`config.mk`:
```
export PLATFORM = sky130hd
export DESIGN_NAME = hsv_to_rgb_converter
export DESIGN_NICKNAME = d
export VERILOG_FILES = /design/src/rtl/hsv2rgb_pkg.sv /design/src/rtl/hsv_to_rgb_converter.sv
export SDC_FILE = /design/constraint.sdc
export NUM_CORES = 2
export LEC_CHECK = 0
export ABC_CLOCK_PERIOD_IN_PS = 6900
export BUFFER_PORTS_ARGS = -buffer_cell sky130_fd_sc_hd__buf_2
export CAP_MARGIN = 20
export CORE_ASPECT_RATIO = 0.9
export CORE_MARGIN = 3
export CORE_UTILIZATION = 66
export DETAILED_ROUTE_END_ITERATION = 10
export PLACE_DENSITY = 0.83
export SLEW_MARGIN = 20
export SYNTH_ARGS = -nofsm -noshare
export SYNTH_HDL_FRONTEND = slang
export SYNTH_SLANG_ARGS = --single-unit
```
`constraint.sdc`:
```
create_clock -name clk_i -period 6.9 [get_ports clk_i]
set_input_delay 0.69 -clock clk_i [delete_from_list [all_inputs] [get_ports clk_i]]
set_output_delay 0.69 -clock clk_i [all_outputs]
set_load 0.03 [all_outputs]
```
`src/rtl/hsv2rgb_pkg.sv`:
```
// ----------------------------------------------------------------------------
// hsv2rgb_pkg
// shared types and constants for the hsv to rgb color space converter
// ----------------------------------------------------------------------------
package hsv2rgb_pkg;

  // component width, full-scale code means 1.0
  localparam int unsigned COLOR_BITS = 8;
  localparam int unsigned FULL_SCALE = (1 << COLOR_BITS) - 1;

  // hue in sixteenths of a degree
  localparam int unsigned HUE_W      = 13;
  localparam int unsigned HUE_FULL   = 5760;
  localparam int unsigned HUE_SECTOR = 960;
  localparam int unsigned FF_W       = 10;

  // common divisor of all three components: sector width times full scale
  localparam int unsigned DEN   = HUE_SECTOR * FULL_SCALE;
  localparam int unsigned DEN_W = $clog2(DEN + 1);
  localparam int unsigned W_W   = COLOR_BITS + FF_W;
  localparam int unsigned NUM_W = COLOR_BITS + DEN_W;

  // division by the divisor: 960 = 64 * 15 and full scale is odd, so the
  // six low zero bits are shifted out first, then the odd part is divided
  // by a multiply with its rounded-up reciprocal
  localparam int unsigned DIV_SH  = 6;
  localparam int unsigned DIV_ODD = DEN >> DIV_SH;
  localparam int unsigned SH_W    = NUM_W - DIV_SH;
  localparam int unsigned DIV_K   = SH_W + $clog2(DIV_ODD);
  localparam longint unsigned RECIP =
    ((64'd1 << DIV_K) + 64'(DIV_ODD) - 64'd1) / 64'(DIV_ODD);
  localparam int unsigned RECIP_W = $clog2(RECIP + 1);
  localparam int unsigned MUL_W   = SH_W + RECIP_W;

  // lanes of the shared datapath
  localparam int unsigned NUM_LANES = 3;
  localparam int unsigned LANE_P    = 0;
  localparam int unsigned LANE_Q    = 1;
  localparam int unsigned LANE_T    = 2;

  // cycles from the accepting edge to the edge that takes the result
  localparam int unsigned LATENCY = 8;

  typedef enum logic [2:0] {
    SECT_RED = 3'd0,
    SECT_YEL = 3'd1,
    SECT_GRN = 3'd2,
    SECT_CYN = 3'd3,
    SECT_BLU = 3'd4,
    SECT_MAG = 3'd5
  } sector_e;

  typedef struct packed {
    logic [HUE_W-1:0]      hue;
    logic [COLOR_BITS-1:0] saturation;
    logic [COLOR_BITS-1:0] brightness;
  } hsv_t;

  typedef struct packed {
    logic [COLOR_BITS-1:0] red;
    logic [COLOR_BITS-1:0] green;
    logic [COLOR_BITS-1:0] blue;
  } rgb_t;

  // what travels alongside the arithmetic lanes
  typedef struct packed {
    sector_e               sector;
    logic [COLOR_BITS-1:0] value;
  } side_t;

endpackage

```
`src/rtl/hsv_to_rgb_converter.sv`:
```
// ----------------------------------------------------------------------------
// hsv_to_rgb_converter
// fixed-point hsv to rgb conversion, one pixel per clock, fully pipelined
// ----------------------------------------------------------------------------
// A pixel word is taken at every rising edge where start_i is high; busy_o
// stays low, so a new word may follow in every cycle. The rgb word shows on
// rgb_o with done_o high for exactly one cycle, once it has passed every
// pipeline register, in the order the words came in. The receiver cannot
// stall the block. The pipeline holds one register per stage: input word,
// hue split, saturation weights, complement, value product, rounding offset,
// reciprocal multiply and the output table register.
// Hue codes of 360 degrees and above are taken as hue zero; zero saturation
// gives grey.
// ----------------------------------------------------------------------------
module hsv_to_rgb_converter (
  input  logic               clk_i,
  input  logic               rst_ni,
  input  logic               start_i,
  input  hsv2rgb_pkg::hsv_t  hsv_i,
  output logic               busy_o,
  output logic               done_o,
  output hsv2rgb_pkg::rgb_t  rgb_o
);

  localparam int unsigned CB     = hsv2rgb_pkg::COLOR_BITS;
  localparam int unsigned HUE_W  = hsv2rgb_pkg::HUE_W;
  localparam int unsigned FF_W   = hsv2rgb_pkg::FF_W;
  localparam int unsigned DEN_W  = hsv2rgb_pkg::DEN_W;
  localparam int unsigned W_W    = hsv2rgb_pkg::W_W;
  localparam int unsigned NUM_W  = hsv2rgb_pkg::NUM_W;
  localparam int unsigned NL     = hsv2rgb_pkg::NUM_LANES;
  localparam int unsigned SECT   = hsv2rgb_pkg::HUE_SECTOR;
  localparam int unsigned HALF   = hsv2rgb_pkg::DEN / 2;
  localparam int unsigned SH_W   = hsv2rgb_pkg::SH_W;
  localparam int unsigned MUL_W  = hsv2rgb_pkg::MUL_W;
  localparam int unsigned DIV_SH = hsv2rgb_pkg::DIV_SH;
  localparam int unsigned DIV_K  = hsv2rgb_pkg::DIV_K;

  // the pipeline never backs up, since results cannot be held off
  assign busy_o = 1'b0;

  // --------------------------------------------------------------------------
  // stage 1: input word register
  // --------------------------------------------------------------------------
  logic              in_vld_q;
  hsv2rgb_pkg::hsv_t in_q;

  always_ff @(posedge clk_i or negedge rst_ni) begin
    if (!rst_ni) begin
      in_vld_q <= 1'b0;
    end else begin
      in_vld_q <= start_i & ~busy_o;
    end
  end

  always_ff @(posedge clk_i) begin
    in_q <= hsv_i;
  end

  // --------------------------------------------------------------------------
  // stage 2: hue wrap, sector and fraction within the sector
  // --------------------------------------------------------------------------
  logic [HUE_W-1:0]     hue_wrap;
  logic [HUE_W-1:0]     sect_base;
  hsv2rgb_pkg::sector_e sect_d;
  logic [FF_W-1:0]      ff_d;

  always_comb begin
    hue_wrap = (in_q.hue >= HUE_W'(hsv2rgb_pkg::HUE_FULL)) ? '0 : in_q.hue;
    // compare against the five sector boundaries
    if (hue_wrap >= HUE_W'(5 * SECT)) begin
      sect_d    = hsv2rgb_pkg::SECT_MAG;
      sect_base = HUE_W'(5 * SECT);
    end else if (hue_wrap >= HUE_W'(4 * SECT)) begin
      sect_d    = hsv2rgb_pkg::SECT_BLU;
      sect_base = HUE_W'(4 * SECT);
    end else if (hue_wrap >= HUE_W'(3 * SECT)) begin
      sect_d    = hsv2rgb_pkg::SECT_CYN;
      sect_base = HUE_W'(3 * SECT);
    end else if (hue_wrap >= HUE_W'(2 * SECT)) begin
      sect_d    = hsv2rgb_pkg::SECT_GRN;
      sect_base = HUE_W'(2 * SECT);
    end else if (hue_wrap >= HUE_W'(SECT)) begin
      sect_d    = hsv2rgb_pkg::SECT_YEL;
      sect_base = HUE_W'(SECT);
    end else begin
      sect_d    = hsv2rgb_pkg::SECT_RED;
      sect_base = '0;
    end
    ff_d = FF_W'(hue_wrap - sect_base);
  end

  logic               s2_vld_q;
  hsv2rgb_pkg::side_t s2_side_q;
  logic [FF_W-1:0]    s2_ff_q;
  logic [CB-1:0]      s2_sat_q;

  always_ff @(posedge clk_i or negedge rst_ni) begin
    if (!rst_ni) begin
      s2_vld_q <= 1'b0;
    end else begin
      s2_vld_q <= in_vld_q;
    end
  end

  always_ff @(posedge clk_i) begin
    s2_side_q.sector <= sect_d;
    s2_side_q.value  <= in_q.brightness;
    s2_ff_q          <= ff_d;
    s2_sat_q         <= in_q.saturation;
  end

  // --------------------------------------------------------------------------
  // stage 3: saturation weights, all scaled to the common divisor
  //   p uses s*960, q uses s*ff, t uses s*(960-ff)
  // --------------------------------------------------------------------------
  logic [W_W-1:0]     w_d [NL];
  logic               s3_vld_q;
  hsv2rgb_pkg::side_t s3_side_q;
  logic [W_W-1:0]     s3_w_q [NL];

  always_comb begin
    w_d[hsv2rgb_pkg::LANE_P] = W_W'(s2_sat_q) * W_W'(SECT);
    w_d[hsv2rgb_pkg::LANE_Q] = W_W'(s2_sat_q) * W_W'(s2_ff_q);
    w_d[hsv2rgb_pkg::LANE_T] = W_W'(s2_sat_q) * (W_W'(SECT) - W_W'(s2_ff_q));
  end

  always_ff @(posedge clk_i or negedge rst_ni) begin
    if (!rst_ni) begin
      s3_vld_q <= 1'b0;
    end else begin
      s3_vld_q <= s2_vld_q;
    end
  end

  always_ff @(posedge clk_i) begin
    s3_side_q <= s2_side_q;
    s3_w_q    <= w_d;
  end

  // --------------------------------------------------------------------------
  // stage 4: complement against the divisor, never negative
  // --------------------------------------------------------------------------
  logic [DEN_W-1:0]   d_d [NL];
  logic               s4_vld_q;
  hsv2rgb_pkg::side_t s4_side_q;
  logic [DEN_W-1:0]   s4_d_q [NL];

  always_comb begin
    for (int l = 0; l < NL; l++) begin
      d_d[l] = DEN_W'(hsv2rgb_pkg::DEN) - DEN_W'(s3_w_q[l]);
    end
  end

  always_ff @(posedge clk_i or negedge rst_ni) begin
    if (!rst_ni) begin
      s4_vld_q <= 1'b0;
    end else begin
      s4_vld_q <= s3_vld_q;
    end
  end

  always_ff @(posedge clk_i) begin
    s4_side_q <= s3_side_q;
    s4_d_q    <= d_d;
  end

  // --------------------------------------------------------------------------
  // stage 5: scale by the value component
  // --------------------------------------------------------------------------
  logic [NUM_W-1:0]   prod_d [NL];
  logic               s5_vld_q;
  hsv2rgb_pkg::side_t s5_side_q;
  logic [NUM_W-1:0]   s5_prod_q [NL];

  always_comb begin
    for (int l = 0; l < NL; l++) begin
      prod_d[l] = NUM_W'(s4_side_q.value) * NUM_W'(s4_d_q[l]);
    end
  end

  always_ff @(posedge clk_i or negedge rst_ni) begin
    if (!rst_ni) begin
      s5_vld_q <= 1'b0;
    end else begin
      s5_vld_q <= s4_vld_q;
    end
  end

  always_ff @(posedge clk_i) begin
    s5_side_q <= s4_side_q;
    s5_prod_q <= prod_d;
  end

  // --------------------------------------------------------------------------
  // stage 6: add half the divisor for round half up, then drop the low
  // zero bits of the divisor so only its odd part is left to divide by
  // --------------------------------------------------------------------------
  logic [NUM_W-1:0]   rnd_c [NL];
  logic [SH_W-1:0]    n_d   [NL];
  logic               s6_vld_q;
  hsv2rgb_pkg::side_t s6_side_q;
  logic [SH_W-1:0]    s6_n_q [NL];

  always_comb begin
    for (int l = 0; l < NL; l++) begin
      rnd_c[l] = s5_prod_q[l] + NUM_W'(HALF);
      n_d[l]   = SH_W'(rnd_c[l] >> DIV_SH);
    end
  end

  always_ff @(posedge clk_i or negedge rst_ni) begin
    if (!rst_ni) begin
      s6_vld_q <= 1'b0;
    end else begin
      s6_vld_q <= s5_vld_q;
    end
  end

  always_ff @(posedge clk_i) begin
    s6_side_q <= s5_side_q;
    s6_n_q    <= n_d;
  end

  // --------------------------------------------------------------------------
  // stage 7: divide by the odd part with its rounded-up reciprocal; the
  // error stays below one quotient step over the whole dividend range, and
  // the quotient never exceeds the value component, so CB bits suffice
  // --------------------------------------------------------------------------
  logic [MUL_W-1:0]   mul_c [NL];
  logic [CB-1:0]      quo_d [NL];
  logic               s7_vld_q;
  hsv2rgb_pkg::side_t s7_side_q;
  logic [CB-1:0]      s7_quo_q [NL];

  always_comb begin
    for (int l = 0; l < NL; l++) begin
      mul_c[l] = MUL_W'(s6_n_q[l]) * MUL_W'(hsv2rgb_pkg::RECIP);
      quo_d[l] = CB'(mul_c[l] >> DIV_K);
    end
  end

  always_ff @(posedge clk_i or negedge rst_ni) begin
    if (!rst_ni) begin
      s7_vld_q <= 1'b0;
    end else begin
      s7_vld_q <= s6_vld_q;
    end
  end

  always_ff @(posedge clk_i) begin
    s7_side_q <= s6_side_q;
    s7_quo_q  <= quo_d;
  end

  // --------------------------------------------------------------------------
  // output: sector table picks r, g, b from v, p, q, t
  // --------------------------------------------------------------------------
  logic [CB-1:0]     v_c;
  logic [CB-1:0]     p_c;
  logic [CB-1:0]     q_c;
  logic [CB-1:0]     t_c;
  hsv2rgb_pkg::rgb_t rgb_d;
  logic              done_q;
  hsv2rgb_pkg::rgb_t rgb_q;

  assign v_c = s7_side_q.value;
  assign p_c = s7_quo_q[hsv2rgb_pkg::LANE_P];
  assign q_c = s7_quo_q[hsv2rgb_pkg::LANE_Q];
  assign t_c = s7_quo_q[hsv2rgb_pkg::LANE_T];

  always_comb begin
    case (s7_side_q.sector)
      hsv2rgb_pkg::SECT_RED: begin
        rgb_d = '{red: v_c, green: t_c, blue: p_c};
      end
      hsv2rgb_pkg::SECT_YEL: begin
        rgb_d = '{red: q_c, green: v_c, blue: p_c};
      end
      hsv2rgb_pkg::SECT_GRN: begin
        rgb_d = '{red: p_c, green: v_c, blue: t_c};
      end
      hsv2rgb_pkg::SECT_CYN: begin
        rgb_d = '{red: p_c, green: q_c, blue: v_c};
      end
      hsv2rgb_pkg::SECT_BLU: begin
        rgb_d = '{red: t_c, green: p_c, blue: v_c};
      end
      default: begin
        rgb_d = '{red: v_c, green: p_c, blue: q_c};
      end
    endcase
  end

  always_ff @(posedge clk_i or negedge rst_ni) begin
    if (!rst_ni) begin
      done_q <= 1'b0;
    end else begin
      done_q <= s7_vld_q;
    end
  end

  always_ff @(posedge clk_i) begin
    rgb_q <= rgb_d;
  end

  assign done_o = done_q;
  assign rgb_o  = rgb_q;

endmodule

```
==> out/summary.txt <==
Status -> completed
Highest Signal Layer -> met4
Seq/Total Area, Yosys -> 18.70%
Area grow syn2layout -> 6.328%
Crit-path max cell delay -> 0.58 ns
Reg2Reg Capture Point -> s3_w_q[16]
Most common cell after layout, fill and taps aside -> inv_1
Top_reg_cell synth -> dfxtp_1
Critical path startpoint category -> flip-flop
RSZ-0062 raised after global routing -> no
Vias -> 27,570
RePlAce Congestion -> 0.8895
M1 WL -> 35,830 um
RR Startpoint -> s2_ff_q[0]
Synth warn -> 0
Critical path arrival -> 6.41 ns
Critical hold path startpoint -> hsv_i[3]
Slew HR -> 28.37%
Final antenna-violating net count -> 0
FMAX -> 168.7 MHz
Layout cells sized above 1 -> 3.877%
Worst setup EP type -> flip-flop
CP Max Fanout -> 8
Post-synth net total -> 5,573
Clk_skew -> 0.03291 ns
Number of flops mapped to enable cells by yosys -> 0
Cts bufs inserted -> 42
FP Rows -> 86
IO buf count -> 56
Hold depth -> 1
Largest net degree at the start of global routing -> 59
Critical path cell sequence -> inv_1 -> ha_1 -> nand2_1 -> or3_1 -> nand3_1 -> xor2_1 -> nand2_1 -> fa_1 -> inv_1 -> fa_1 -> fa_1 -> inv_1 -> fa_1 -> inv_1 -> ha_1 -> a21boi_1 -> o21ai_1 -> nand2b_1 -> a21o_1 -> a41o_1 -> o41ai_1 -> xnor2_1
Vias/cell -> 5.359
Slew at the pin closest to its max-slew limit -> 1.073 ns
Unique masters post-synth -> 72
Setup violators final -> 0
Async SR Flop Fraction -> 2.078%
Max cap viols -> 0
CTS tree -> built
Hold/Removal Path Class -> input pin to flip-flop
Met2 Wirelength -> 37,940 um
Initial antenna violation count -> 0
Core footprint -> 0.06166 sq mm
ANT cells -> 0
Clk buf depth -> 3
Total track usage -> 25.44%
Post-Syn Instances -> 4,248
Fin util -> 71.43%
Final min period -> 5.926 ns
Clk Latency, worst-skew pair -> 0.58 ns
Final Cycle Share -> 85.88%
Post_cts resized -> 0
Die X -> 270.1 um
Number of global-route vias before repair -> 29,350
Post-Syn Area per Cell -> 9.751 sq um
Pre-CTS setup slack -> 1.051 ns
Die outline height -> 243.7 um
Flops & latches, synth -> 385
Final setup TNS -> 0 ns
Total Die Area -> 0.06581 sq mm
IO Pins -> 58
First DRT Iteration DRCs -> 1,579
Slew Viols, Final -> 0
Netlist Area Pre-Place -> 0.04142 sq mm
H-tree levels -> 2
DRT Pass-1 Iters -> 5
Nets -> 5,601
Final setup margin -> 0.9740 ns
Slowest CP cell -> fa_1
Met3 wire length -> 4502 um
WL final -> 80,320 um
R2R Setup Slk -> 0.97 ns
Initial Utilization -> 67.18%
Root buf cell -> clkbuf_16
Routed len/inst -> 15.61 um
Global-route wire length before repair -> 138,600 um
Most frequent cells in the layout -> 951 x inv_1, 710 x ha_1, 583 x fa_1, 375 x dfxtp_1, 342 x and2_1
Clk slew on worst S/H paths -> 0.07 ns
CTS sink count -> 385
Worst endpoint required time -> 7.39 ns
Crit path kind -> flip-flop to flip-flop
Final Hold Fails -> 0
Worst Hold End -> in_q[3]
Hpwl dp -> 64,000 um
DRC violations left -> 0
Grt total ovfl -> 0
R2R depth -> 22
-- sequential cells by signal (all words and copies together), names as in the netlist, 24 cells and up --
register,flops
in_q,29
s5_prod_q,62
s6_n_q,60
rgb_o,24
s4_d_q,47
s3_w_q,47
-- final cells by class --
class,count,area (sq um)
clock buffers,53,1164
clock inverters,23,334.1
fillers,4281,17610
inverters,952,3573
multi-input cells,2822,29760
flip-flops and latches,385,7752
well taps,836,1046
repair buffers,73,410.4
-- synth_stat cells, types with 15 or more instances --
cell type	count	area [sq um]
inv_1	951	3570
ha_1	710	8884
fa_1	583	11670
dfxtp_1	377	7547
and2_1	342	2140
nand2_1	287	1077
nor2_1	136	510.5
xnor2_1	134	1174
a21oi_1	106	530.5
xor2_1	84	735.7
clkbuf_1	79	296.5
nor3_1	39	195.2
nand3_1	38	190.2
o21ai_0	38	190.2
a21o_1	25	187.7
mux2i_1	24	240.2
o21ai_1	22	110.1
o21a_1	21	157.7
or3_1	19	118.9
and3_1	18	112.6
nor2b_1	16	100.1
nand4_1	15	93.84
-- cell families after synthesis --
group	after synthesis	share of synthesized area [%]
compound gates	317	4.969
xor+xnor	218	4.610
fa+ha+maj	1293	49.62
buf+inv	1041	9.443
flops	385	18.70
mux	32	0.7975
other cells	1	0.009053
simple gates	961	11.84
-- worst max-delay path, delay by kind of cell, from the launching register on --
kind | cells | cell delay, ns
AO/OA/AOI/OAI | 5 | 1.10
XOR/XNOR | 2 | 0.64
adder cells (fa/ha/maj) | 6 | 2.60
buffers and inverters | 4 | 0.30
flip-flops | 1 | 0.39
AND/OR/NAND/NOR | 5 | 0.83
-- through the flow --
step,instances,cell area [sq um],hold WS (ns)
6_report,5144,44040,0.2023
5_1_grt,5144,44040,0.1789
4_1_cts,5144,44040,0.1730
3_5_place_dp,5067,42530,0.3121
3_3_place_gp,5067,42530,0.3096
2_1_floorplan,4248,41420,0.3096
-- layer usage --
metal | global-route usage, % | up-vias
met2 | 43.30 | 728
met3 | 3.407 | 148
met5 | 0 | -
met1 | 34.33 | 13410
met4 | 7.113 | 0
li1 | - | 13280
-- repair_timing --
| item | 4_1_cts | 5_1_grt |
|---|---|---|
| hold buffers | 1 | 0 |
| endpoints found under the hold margin | 8 | 0 |
| setup buffers | 0 | 0 |
-- worst max path at each step --
stage | startpoint | to | slack (ns)
after floorplan | s2_ff_q[3] | s3_w_q[16] | 1.59
after detailed placement | s2_ff_q[0] | s3_w_q[16] | 1.05
after global placement | s2_ff_q[1] | s3_w_q[16] | 1.24
after global routing | s2_ff_q[0] | s3_w_q[16] | 0.52
final | s2_ff_q[0] | s3_w_q[16] | 0.97
after CTS | s2_ff_q[0] | s3_w_q[16] | 1.02
Power is not shown: default switching activity piles up to over one toggle a cycle in this logic, so the estimate is an artifact.
